**config.mk**
```make
export PLATFORM = sky130hd
export DESIGN_NAME = ppg_pulse_beat_detector
export DESIGN_NICKNAME = d
export VERILOG_FILES = /design/src/rtl/ppgbd_pkg.sv /design/src/rtl/ppg_pulse_beat_detector.sv
export VERILOG_INCLUDE_DIRS = /design/src /design/src/rtl
export SDC_FILE = /design/constraint.sdc
export NUM_CORES = 2
export LEC_CHECK = 0
export BUFFER_PORTS_ARGS = -buffer_cell sky130_fd_sc_hd__buf_2
export CORE_AREA = 2 2 250 436
export CTS_CLUSTER_DIAMETER = 50
export DETAILED_ROUTE_END_ITERATION = 8
export DIE_AREA = 0 0 252 438
export GPL_TIMING_DRIVEN = 0
export PLACE_DENSITY_LB_ADDON = 0.2
export SYNTH_ARGS = -nofsm -noshare
export SYNTH_HDL_FRONTEND = slang
export SYNTH_SLANG_ARGS = --single-unit
```
**constraint.sdc**
```tcl
create_clock -name clk -period 8.33 [get_ports clk]
set_input_delay 0.4165 -clock clk [delete_from_list [all_inputs] [get_ports clk]]
set_output_delay 0.4165 -clock clk [all_outputs]
set_load 0.05 [all_outputs]
```
**src/rtl/ppg_pulse_beat_detector_macros.svh**
```systemverilog
// Assertion macros for the pulse beat detector.
`ifndef PPG_PULSE_BEAT_DETECTOR_MACROS_SVH
`define PPG_PULSE_BEAT_DETECTOR_MACROS_SVH

// Check a consequence in the same cycle; the module supplies clk and rst.
`define PPG_ASSERT_NOW(label, ante, cons, msg) \
  label: assert property (@(posedge clk) disable iff (rst) (ante) |-> (cons)) \
    else $error(msg);

// Check a consequence in the next cycle.
`define PPG_ASSERT_NEXT(label, ante, cons, msg) \
  label: assert property (@(posedge clk) disable iff (rst) (ante) |=> (cons)) \
    else $error(msg);

`endif

```
**src/rtl/ppgbd_pkg.sv**
```systemverilog
// Types, constants and saturation helpers for the pulse beat detector.
`timescale 1ns / 1ps

package ppgbd_pkg;

  // Field widths and fixed point format
  localparam int FRAC_BITS = 8;
  localparam int RAW_W     = 18;
  localparam int ALPHA_W   = 15;
  localparam int THR_W     = 16;
  localparam int ACC_W     = 40;
  localparam int VAL_W     = 32;
  localparam int SUM_W     = 36;
  localparam int CFG_W     = 32;
  localparam int ADDR_W    = 4;

  // Digit-serial datapath sizing
  localparam int DIGIT_W     = 4;
  localparam int MUL_DIGITS  = (ALPHA_W + DIGIT_W - 1) / DIGIT_W;
  localparam int ALPHA_PAD_W = MUL_DIGITS * DIGIT_W;
  localparam int MDC_W       = $clog2(MUL_DIGITS);
  localparam int PART_W      = ACC_W + DIGIT_W + 1;
  localparam int PROD_W      = ACC_W + ALPHA_PAD_W;
  localparam int ROUND_SH    = ALPHA_W;
  localparam int DIV_DIGITS  = SUM_W / DIGIT_W;
  localparam int DDC_W       = $clog2(DIV_DIGITS);
  localparam int SAT_IN_W    = 48;
  localparam int IP_W        = VAL_W - FRAC_BITS;
  localparam int CMP_W       = (THR_W + FRAC_BITS >= VAL_W) ? THR_W + FRAC_BITS + 1 : VAL_W + 1;

  // Register reset values
  localparam logic [ALPHA_W-1:0] ALPHA_RST = 15'd29491;
  localparam logic [THR_W-1:0]   MIN_RST   = 16'd150;
  localparam logic [THR_W-1:0]   MAX_RST   = 16'd2000;

  // Register indexes (paddr word address)
  localparam logic [1:0] REG_ALPHA = 2'd0;
  localparam logic [1:0] REG_MIN   = 2'd1;
  localparam logic [1:0] REG_MAX   = 2'd2;

  // Detector state codes seen on the result word
  localparam logic [1:0] DET_IDLE = 2'd0;
  localparam logic [1:0] DET_UP   = 2'd1;
  localparam logic [1:0] DET_DOWN = 2'd2;

  // Sequencer states
  typedef enum logic [9:0] {
    ST_IDLE  = 10'b00_0000_0001,
    ST_MUL   = 10'b00_0000_0010,
    ST_ROUND = 10'b00_0000_0100,
    ST_DIFF  = 10'b00_0000_1000,
    ST_SUM   = 10'b00_0001_0000,
    ST_ABS   = 10'b00_0010_0000,
    ST_DIV   = 10'b00_0100_0000,
    ST_SIGN  = 10'b00_1000_0000,
    ST_FILT  = 10'b01_0000_0000,
    ST_TRACK = 10'b10_0000_0000
  } fsm_t;

  // Peak tracker states
  typedef enum logic [2:0] {
    TRK_IDLE = 3'b001,
    TRK_UP   = 3'b010,
    TRK_DOWN = 3'b100
  } trk_t;

  // Clamp a wide signed value to the signal width
  function automatic logic signed [VAL_W-1:0] sat_val(input logic signed [SAT_IN_W-1:0] v);
    logic [SAT_IN_W-VAL_W:0] top;
    top = v[SAT_IN_W-1:VAL_W-1];
    if (top == '0 || top == '1) return v[VAL_W-1:0];
    else if (v[SAT_IN_W-1]) return {1'b1, {(VAL_W-1){1'b0}}};
    else return {1'b0, {(VAL_W-1){1'b1}}};
  endfunction

  // Clamp a wide signed value to the DC accumulator width
  function automatic logic signed [ACC_W-1:0] sat_acc(input logic signed [SAT_IN_W-1:0] v);
    logic [SAT_IN_W-ACC_W:0] top;
    top = v[SAT_IN_W-1:ACC_W-1];
    if (top == '0 || top == '1) return v[ACC_W-1:0];
    else if (v[SAT_IN_W-1]) return {1'b1, {(ACC_W-1){1'b0}}};
    else return {1'b0, {(ACC_W-1){1'b1}}};
  endfunction

endpackage

```
**src/rtl/ppg_pulse_beat_detector.sv**
```systemverilog
// Pulse beat detector: DC removal, mean-difference filter and peak tracker.
`timescale 1ns / 1ps
`include "ppg_pulse_beat_detector_macros.svh"

// One raw infrared sample goes in per input word and one result word comes
// out. Each word passes in order through the accept step, the DC feedback
// multiplier (alpha taken four bits per cycle), rounding, differencing,
// window update and magnitude, the radix-16 divider that forms the window
// mean, sign restoration of the mean, and filter output and peak tracking;
// the next sample is accepted only after the tracker step has finished.
// The result sits in an output register, so the next sample is taken while
// the previous result still waits; the tracking cycle holds only if that
// result has not been taken by then. The window needs no clearing pass after
// reset: entries not yet written since reset read as zero via the fill count.
// Configuration registers (APB, word addresses): 0 dc_alpha (Q0.15),
// 1 min_threshold, 2 max_threshold; write them only while the block is idle.
module ppg_pulse_beat_detector
  import ppgbd_pkg::*;
#(
  parameter int WINDOW_LEN = 10
) (
  input  logic                     clk,
  input  logic                     rst,
  // configuration port
  input  logic                     psel,
  input  logic                     penable,
  input  logic                     pwrite,
  input  logic [ADDR_W-1:0]        paddr,
  input  logic [CFG_W-1:0]         pwdata,
  output logic [CFG_W-1:0]         prdata,
  output logic                     pready,
  // sample channel
  input  logic                     in_valid,
  output logic                     in_ready,
  input  logic [RAW_W-1:0]         raw_sample,
  // result channel
  output logic                     out_valid,
  input  logic                     out_ready,
  output logic signed [VAL_W-1:0]  filtered_value,
  output logic                     beat_pulse,
  output logic [VAL_W-1:0]         beat_count,
  output logic [THR_W-1:0]         peak_level,
  output logic [1:0]               detector_state
);

  localparam int POS_W = $clog2(WINDOW_LEN);
  localparam int CNT_W = $clog2(WINDOW_LEN + 1);
  localparam int VW    = CNT_W + DIGIT_W;
  localparam int PR_W  = PROD_W + 1;
  localparam int SH_W  = PR_W - ROUND_SH;
  localparam logic [CNT_W-1:0] WIN_FULL = CNT_W'(WINDOW_LEN);
  localparam logic [POS_W-1:0] POS_LAST = POS_W'(WINDOW_LEN - 1);
  localparam logic [PR_W-1:0]  RND_HALF = PR_W'(1) << (ROUND_SH - 1);
  localparam logic [MDC_W-1:0] MUL_LAST = MDC_W'(MUL_DIGITS - 1);
  localparam logic [DDC_W-1:0] DIV_LAST = DDC_W'(DIV_DIGITS - 1);

  // sequencer and configuration
  fsm_t               state;
  logic [ALPHA_W-1:0] dc_alpha;
  logic [THR_W-1:0]   min_threshold;
  logic [THR_W-1:0]   max_threshold;

  // model state
  logic signed [ACC_W-1:0] dc_acc;
  logic signed [VAL_W-1:0] ring [WINDOW_LEN];
  logic [POS_W-1:0]        wr_pos;
  logic signed [SUM_W-1:0] win_sum;
  logic [CNT_W-1:0]        fill_cnt;
  trk_t                    trk;
  logic signed [VAL_W-1:0] prev_val;
  logic [THR_W-1:0]        last_peak;
  logic [VAL_W-1:0]        peak_total;

  // per-word datapath
  logic [RAW_W-1:0]        raw_hold;
  logic [ALPHA_PAD_W-1:0]  alpha_sr;
  logic signed [PROD_W-1:0] prod_acc;
  logic [MDC_W-1:0]        mul_cnt;
  logic signed [ACC_W-1:0] w_new;
  logic signed [VAL_W-1:0] old_val;
  logic signed [VAL_W-1:0] d_val;
  logic [CNT_W-1:0]        den;
  logic                    neg_q;
  logic [SUM_W-1:0]        div_sr;
  logic [SUM_W-1:0]        quot;
  logic [CNT_W-1:0]        rem;
  logic [DDC_W-1:0]        div_step;
  logic signed [SUM_W:0]   avg;
  logic signed [VAL_W-1:0] f_val;

  // combinational intermediates
  logic [DIGIT_W-1:0]         mul_digit;
  logic signed [PART_W-1:0]   partial;
  logic signed [PROD_W-1:0]   prod_next;
  logic [PR_W-1:0]            prod_r;
  logic [SH_W-1:0]            prod_sh;
  logic signed [SAT_IN_W-1:0] w_sum;
  logic signed [SAT_IN_W-1:0] d_sum;
  logic signed [SUM_W-1:0]    sum_next;
  logic [SUM_W-1:0]           sum_mag;
  logic [SUM_W:0]             quot_ext;
  logic signed [SUM_W:0]      avg_next;
  logic signed [SAT_IN_W-1:0] f_sum;
  logic [VW-1:0]              div_val;
  logic [DIGIT_W-1:0]         q_digit;
  logic [VW-1:0]              rem_full;
  logic [POS_W-1:0]           pos_next;
  logic [CNT_W-1:0]           fill_next;
  logic                       track_fire;

  // tracker intermediates
  logic signed [CMP_W-1:0] f_cmp;
  logic signed [CMP_W-1:0] fmin_cmp;
  logic signed [CMP_W-1:0] fmax_cmp;
  logic [IP_W-1:0]         ip;
  logic [THR_W-1:0]        peak_clamp;
  trk_t                    trk_next;
  logic signed [VAL_W-1:0] prev_next;
  logic [THR_W-1:0]        peak_next;
  logic [VAL_W-1:0]        total_next;
  logic                    beat_next;

  assign pready     = 1'b1;
  assign in_ready   = (state == ST_IDLE) && !rst;
  assign track_fire = (state == ST_TRACK) && (!out_valid || out_ready);
  assign beat_count = peak_total;
  assign peak_level = last_peak;

  // read back configuration
  always_comb begin
    unique case (paddr[3:2])
      REG_ALPHA: prdata = CFG_W'(dc_alpha);
      REG_MIN:   prdata = CFG_W'(min_threshold);
      REG_MAX:   prdata = CFG_W'(max_threshold);
      default:   prdata = '0;
    endcase
  end

  // map tracker state onto the result code
  always_comb begin
    unique case (trk)
      TRK_UP:   detector_state = DET_UP;
      TRK_DOWN: detector_state = DET_DOWN;
      default:  detector_state = DET_IDLE;
    endcase
  end

  // multiply step: shift the product and add one alpha digit times dc_acc
  assign mul_digit = alpha_sr[ALPHA_PAD_W-1 -: DIGIT_W];
  assign partial   = PART_W'(dc_acc) * PART_W'($signed({1'b0, mul_digit}));
  assign prod_next = (prod_acc <<< DIGIT_W)
                   + {{(PROD_W-PART_W){partial[PART_W-1]}}, partial};

  // round the Q.15 product and add the scaled sample
  assign prod_r  = {prod_acc[PROD_W-1], prod_acc} + RND_HALF;
  assign prod_sh = prod_r[PR_W-1:ROUND_SH];
  assign w_sum   = {{(SAT_IN_W-SH_W){prod_sh[SH_W-1]}}, prod_sh}
                 + {{(SAT_IN_W-RAW_W-FRAC_BITS){1'b0}}, raw_hold, {FRAC_BITS{1'b0}}};

  // DC-removed difference
  assign d_sum = {{(SAT_IN_W-ACC_W){w_new[ACC_W-1]}}, w_new}
               - {{(SAT_IN_W-ACC_W){dc_acc[ACC_W-1]}}, dc_acc};

  // window sum, position and fill
  assign sum_next  = win_sum
                   - {{(SUM_W-VAL_W){old_val[VAL_W-1]}}, old_val}
                   + {{(SUM_W-VAL_W){d_val[VAL_W-1]}}, d_val};
  assign pos_next  = (wr_pos == POS_LAST) ? '0 : wr_pos + 1'b1;
  assign fill_next = (fill_cnt == WIN_FULL) ? fill_cnt : fill_cnt + 1'b1;
  assign sum_mag   = win_sum[SUM_W-1] ? (~win_sum + 1'b1) : win_sum;

  // radix-16 divider digit: largest q with q*den not above the partial value
  assign div_val = {rem, div_sr[SUM_W-1 -: DIGIT_W]};
  always_comb begin
    q_digit = '0;
    for (int k = 1; k < (1 << DIGIT_W); k++) begin
      if (VW'(k) * VW'(den) <= div_val) q_digit = DIGIT_W'(k);
    end
  end
  assign rem_full = div_val - VW'(q_digit) * VW'(den);

  // signed mean and filter output
  assign quot_ext = {1'b0, quot};
  assign avg_next = neg_q ? (~quot_ext + 1'b1) : quot_ext;
  assign f_sum    = {{(SAT_IN_W-SUM_W-1){avg[SUM_W]}}, avg}
                  - {{(SAT_IN_W-VAL_W){d_val[VAL_W-1]}}, d_val};

  // peak tracker next state
  assign f_cmp    = {{(CMP_W-VAL_W){f_val[VAL_W-1]}}, f_val};
  assign fmin_cmp = {{(CMP_W-THR_W-FRAC_BITS){1'b0}}, min_threshold, {FRAC_BITS{1'b0}}};
  assign fmax_cmp = {{(CMP_W-THR_W-FRAC_BITS){1'b0}}, max_threshold, {FRAC_BITS{1'b0}}};
  assign ip       = f_val[VAL_W-1:FRAC_BITS];
  assign peak_clamp = ip[IP_W-1] ? '0 : ((|ip[IP_W-2:THR_W]) ? '1 : ip[THR_W-1:0]);

  always_comb begin
    trk_next   = trk;
    prev_next  = f_val;
    peak_next  = last_peak;
    total_next = peak_total;
    beat_next  = 1'b0;
    priority if (f_cmp > fmax_cmp) begin
      trk_next  = TRK_IDLE;
      prev_next = '0;
      peak_next = '0;
    end else begin
      unique case (trk)
        TRK_UP: begin
          if (f_val > prev_val) begin
            peak_next = peak_clamp;
          end else begin
            total_next = peak_total + 1'b1;
            beat_next  = 1'b1;
            trk_next   = TRK_DOWN;
            prev_next  = prev_val;
          end
        end
        TRK_DOWN: begin
          if (f_cmp < fmin_cmp) trk_next = TRK_IDLE;
        end
        default: begin
          trk_next = (f_cmp >= fmin_cmp) ? TRK_UP : TRK_IDLE;
        end
      endcase
    end
  end

  // control, configuration and filter state
  always_ff @(posedge clk) begin
    if (rst) begin
      state         <= ST_IDLE;
      out_valid     <= 1'b0;
      dc_alpha      <= ALPHA_RST;
      min_threshold <= MIN_RST;
      max_threshold <= MAX_RST;
      dc_acc        <= '0;
      wr_pos        <= '0;
      win_sum       <= '0;
      fill_cnt      <= '0;
      trk           <= TRK_IDLE;
      prev_val      <= '0;
      last_peak     <= '0;
      peak_total    <= '0;
    end else begin
      // take configuration writes
      if (psel && penable && pwrite) begin
        unique case (paddr[3:2])
          REG_ALPHA: dc_alpha      <= pwdata[ALPHA_W-1:0];
          REG_MIN:   min_threshold <= pwdata[THR_W-1:0];
          REG_MAX:   max_threshold <= pwdata[THR_W-1:0];
          default: ;
        endcase
      end

      // drop the result once taken, raise it when the tracker finishes
      if (track_fire) out_valid <= 1'b1;
      else if (out_ready) out_valid <= 1'b0;

      // advance the sequencer
      unique case (state)
        ST_IDLE:  if (in_valid && in_ready) state <= ST_MUL;
        ST_MUL:   if (mul_cnt == MUL_LAST) state <= ST_ROUND;
        ST_ROUND: state <= ST_DIFF;
        ST_DIFF: begin
          dc_acc <= w_new;
          state  <= ST_SUM;
        end
        ST_SUM: begin
          win_sum  <= sum_next;
          wr_pos   <= pos_next;
          fill_cnt <= fill_next;
          state    <= ST_ABS;
        end
        ST_ABS:   state <= ST_DIV;
        ST_DIV:   if (div_step == DIV_LAST) state <= ST_SIGN;
        ST_SIGN:  state <= ST_FILT;
        ST_FILT:  state <= ST_TRACK;
        ST_TRACK: begin
          if (track_fire) begin
            trk        <= trk_next;
            prev_val   <= prev_next;
            last_peak  <= peak_next;
            peak_total <= total_next;
            state      <= ST_IDLE;
          end
        end
        default:  state <= ST_IDLE;
      endcase
    end
  end

  // per-word datapath and window storage
  always_ff @(posedge clk) begin
    unique case (state)
      ST_IDLE: begin
        raw_hold <= raw_sample;
        alpha_sr <= ALPHA_PAD_W'(dc_alpha);
        prod_acc <= '0;
        mul_cnt  <= '0;
      end
      ST_MUL: begin
        prod_acc <= prod_next;
        alpha_sr <= alpha_sr << DIGIT_W;
        mul_cnt  <= mul_cnt + 1'b1;
      end
      ST_ROUND: begin
        w_new   <= sat_acc(w_sum);
        old_val <= (fill_cnt == WIN_FULL) ? ring[wr_pos] : '0;
      end
      ST_DIFF: d_val <= sat_val(d_sum);
      ST_SUM: begin
        ring[wr_pos] <= d_val;
        den          <= fill_next;
      end
      ST_ABS: begin
        neg_q    <= win_sum[SUM_W-1];
        div_sr   <= sum_mag;
        quot     <= '0;
        rem      <= '0;
        div_step <= '0;
      end
      ST_DIV: begin
        rem      <= rem_full[CNT_W-1:0];
        quot     <= {quot[SUM_W-DIGIT_W-1:0], q_digit};
        div_sr   <= div_sr << DIGIT_W;
        div_step <= div_step + 1'b1;
      end
      ST_SIGN: avg <= avg_next;
      ST_FILT: f_val <= sat_val(f_sum);
      ST_TRACK: begin
        if (track_fire) begin
          filtered_value <= f_val;
          beat_pulse     <= beat_next;
        end
      end
      default: ;
    endcase
  end

  // window position tracks the fill count until the window is full
  `PPG_ASSERT_NOW(a_pos_follows_fill, fill_cnt < WIN_FULL, wr_pos == POS_W'(fill_cnt),
                  "window position out of step with fill count")

  // a finished tracking cycle presents a result and frees the sequencer
  `PPG_ASSERT_NEXT(a_track_done, track_fire, (state == ST_IDLE) && out_valid,
                   "tracking cycle did not complete")

  // an accepted sample starts the multiplier
  `PPG_ASSERT_NEXT(a_accept_starts, in_valid && in_ready, state == ST_MUL,
                   "accepted sample did not start")

  // the beat count moves only with a presented beat
  `PPG_ASSERT_NOW(a_count_with_beat, peak_total != $past(peak_total),
                  out_valid && beat_pulse, "beat count changed without a beat")

endmodule
```
==> results.json <==
{
  "hold_depth": 3,
  "clock_skew_ns": 0.0261,
  "switching_power_w": 0.00371,
  "place.gp.congestion": 1.04,
  "worstHoldEndpoint": "dc_alpha[4]",
  "worstSetupPathType": "flip-flop to flip-flop",
  "finalSetupTns_ns": 0,
  "grt_pass1_wl_um": 263000,
  "routedWlPerCell_um": 23.0,
  "worst-r2r-setup-slack_ns": 0.20,
  "swShare_pct": 30.3,
  "period_minus_slack_ns": 8.13,
  "die_width_um": 252,
  "cp_data_arrival_time_ns": 8.54,
  "status": "finished clean",
  "clock_path_buffers": 3,
  "numPortBuffers": 143,
  "end_kind": "flip-flop",
  "ys_seq_elements": 928,
  "htreeDepth": 3,
  "critPathBufInv": 5,
  "dp_worst_setup_slack_ns": -1.16,
  "tightest_slew_ns": 1.39,
  "rsz0062_at_grt": "true",
  "ant_nets": 0,
  "ys_seq_area_share_pct": 43.1,
  "vias_per_cell": 5.97,
  "yosysUniqueCellTypes": 100,
  "synth-main-ff-cell": "edfxtp_1",
  "cts_tree": "yes",
  "drive_gt1_share_pct": 9.23,
  "overflow": 0,
  "setup_violations": 0,
  "nFillCells": 8864,
  "p_clk_share_pct": 35.3,
  "start_kind": "flip-flop",
  "initial_utilization_pct": 55.5,
  "leakage_nw": 26.4,
  "antenna_found_initial": 10,
  "maxCapViolCount": 0,
  "worstPathRequired_ns": 8.74,
  "setup_slack_ns": 0.198,
  "drv_slew": 0,
  "syn2layout_area_growth_pct": 11.4,
  "netlist_instances": 5779,
  "dr.pass1.iters": 8,
  "route.detailed.drc": 0,
  "clk_pin_slew_ns": 0.06,
  "fin_hold_ws_ns": 0.0533,
  "placed_cell_area_sq_um": 62400,
  "wl_um": 174000,
  "r2r_end": "prod_acc[53]",
  "p_int_w": 0.00853,
  "period_share_pct": 97.6,
  "p_per_area_nw_per_um2": 185,
  "row_count": 159,
  "clock-root-buffer": "clkbuf_16",
  "crit_fanout": 10,
  "dp_hpwl_um": 138000,
  "vias": 45127,
  "first_global_vias": 46257,
  "fin_nets": 6760,
  "crit_top_cell": "a21oi_1",
  "async_flop_share_pct": 0,
  "crit_slowest_cell": "fa_1",
  "critical-path-max-stage-delay_ns": 0.55,
  "dieArea_sq_um": 110000,
  "clock.fmax_mhz": 123,
  "finalHoldViolCount": 0,
  "drt_iter0_drc": 2878,
  "power.total_w": 0.0122,
  "grtUsageTotal_pct": 31.4,
  "insertion_delay_ns": 0.71,
  "worstHoldStart": "pwdata[4]",
  "comb_power_share_pct": 19.4,
  "synth_edf_count": 703,
  "yosysWarnings": 0,
  "critical_path.top_delay_family": "compound AO/OA/AOI/OAI gates",
  "reg2reg_from": "alpha_sr[15]",
  "p_seq_share_pct": 45.3,
  "post-route-cell-area_sq_um": 66200,
  "num_io_pins": 179,
  "grt_start_max_net_pins": 60,
  "reg2reg_depth": 33,
  "cts_inserted_buffers": 91,
  "syn_area_sq_um": 59400,
  "clock_sinks": 928,
  "core_sq_um": 107000,
  "syn_avg_cell_area_sq_um": 10.3,
  "die_h_um": 438,
  "vdd_ir_drop_max_uv": 251,
  "min_path_type": "input port to flip-flop",
  "relSlewSlack_pct": 7.21
}
## cell usage in the layout, fill, tap and decap left out, types with 20 or more instances in the layout
cell type / count
edfxtp_1: 703
xnor2_1: 230
or2_2: 28
nor3_1: 65
a21o_1: 189
o31ai_1: 45
o21bai_1: 35
nor2b_1: 77
and3_1: 38
a211oi_1: 103
or4_1: 21
buf_6: 25
a31oi_1: 39
fa_1: 133
nor4_1: 25
o21ai_0: 235
nand2b_1: 41
buf_4: 50
mux4_2: 64
o211ai_1: 29
dlygate4sd3_1: 34
buf_2: 152
o41ai_1: 26
dfxtp_1: 225
xor2_1: 91
o21a_1: 51
nand4_1: 75
mux2i_1: 97
nand2_1: 553
clkbuf_1: 197
o21ai_1: 27
ha_1: 449
a21oi_1: 368
or3_1: 33
clkbuf_16: 93
o311ai_0: 20
inv_1: 540
nor2_1: 258
nand3_1: 136
and2_1: 191
## kinds of logic after synthesis
family,after synthesis,share of synthesized area [%]
fa+ha+maj,591,14.1
mux,173,4.29
compound gates,1341,14.7
flops,928,43.1
simple gates,1627,13.7
other cells,2,0.0126
buf+inv,793,5.25
xor+xnor,324,4.82
## how the worst max path moves through the flow
stage                              end    startpoint  slack, ns  cells after the start
after floorplan           prod_acc[52]  alpha_sr[14]       1.47                     30
after CTS                 prod_acc[53]  alpha_sr[15]      0.002                     33
final                     prod_acc[53]  alpha_sr[15]       0.20                     33
after global placement    prod_acc[52]  alpha_sr[15]      -1.17                     29
after global routing      prod_acc[53]  alpha_sr[15]      -0.17                     33
after detailed placement  prod_acc[52]  alpha_sr[15]      -1.16                     29
## worst min-delay path: stages
cell and delay [ns]:
buf_2 0.15, nand2_1 0.07, nand3_1 0.08
## metal layers
metal  up-vias  track usage (%)  part of all wire (%)
met5         -                0                 0.047
met4        12             25.6                   9.5
met1     21864             28.9                    32
li1      21459                -                     -
met2      1243             60.2                    54
met3       549             4.54                   4.1
## power by group through the flow
stage / registers, W / clock network [W] / logic (W)
floorplan: 0.00563 / 0 / 0.00155
global placement: 0.00569 / 0 / 0.00222
detailed placement: 0.00566 / 0 / 0.00228
CTS: 0.00555 / 0.00436 / 0.00233
global route: 0.00557 / 0.00453 / 0.00257
finish: 0.00555 / 0.00432 / 0.00237
## cell type report
class                      instances  area (sq um)  share of cell area [%]
multi-input combinational       4073         31100                    46.9
sequential                       928         25600                    38.7
clock buffer                     111          2420                    3.66
inverter                         544          2040                    3.09
tap                             1368          1710                    2.58
timing repair buffer             228          1600                    2.42
buffer                           242          1080                    1.63
clock inverter                    59           647                   0.977
antenna                            6          15.0                  0.0227
## flip-flops by register name (all words and copies together), names as in the netlist, 36 cells and up
name / flops
avg: 37
dc_acc: 40
div_sr: 36
prod_acc: 56
quot: 36
ring: 320
w_new: 40
win_sum: 36
## repair_timing
action	in CTS	in global routing
endpoints found under the setup margin	19	16
endpoints found under the hold margin	62	0
hold buffers	34	0
resized for setup	21	48
pin swaps	0	14
buffers inserted	1	12
## Yosys cell counts, types with 136 or more instances
cell,count,area share (%)
ha_1,458,9.6
xnor2_1,231,3.4
o21ai_0,239,2.0
clkbuf_1,198,1.3
nand2_1,555,3.5
a21o_1,189,2.4
and2_1,191,2.0
nand3_1,136,1.1
a21oi_1,373,3.1
inv_1,542,3.4
nor2_1,260,1.6
dfxtp_1,225,7.6
edfxtp_1,703,36
## per-stage QoR
stage                     util (%)  cells
after global routing          61.9   7555
after global placement        57.8   7305
after CTS                     61.6   7548
final                         61.9   7559
after floorplan                  -   5794
after detailed placement      58.3   7343
Power figures use the tool's default switching activity.
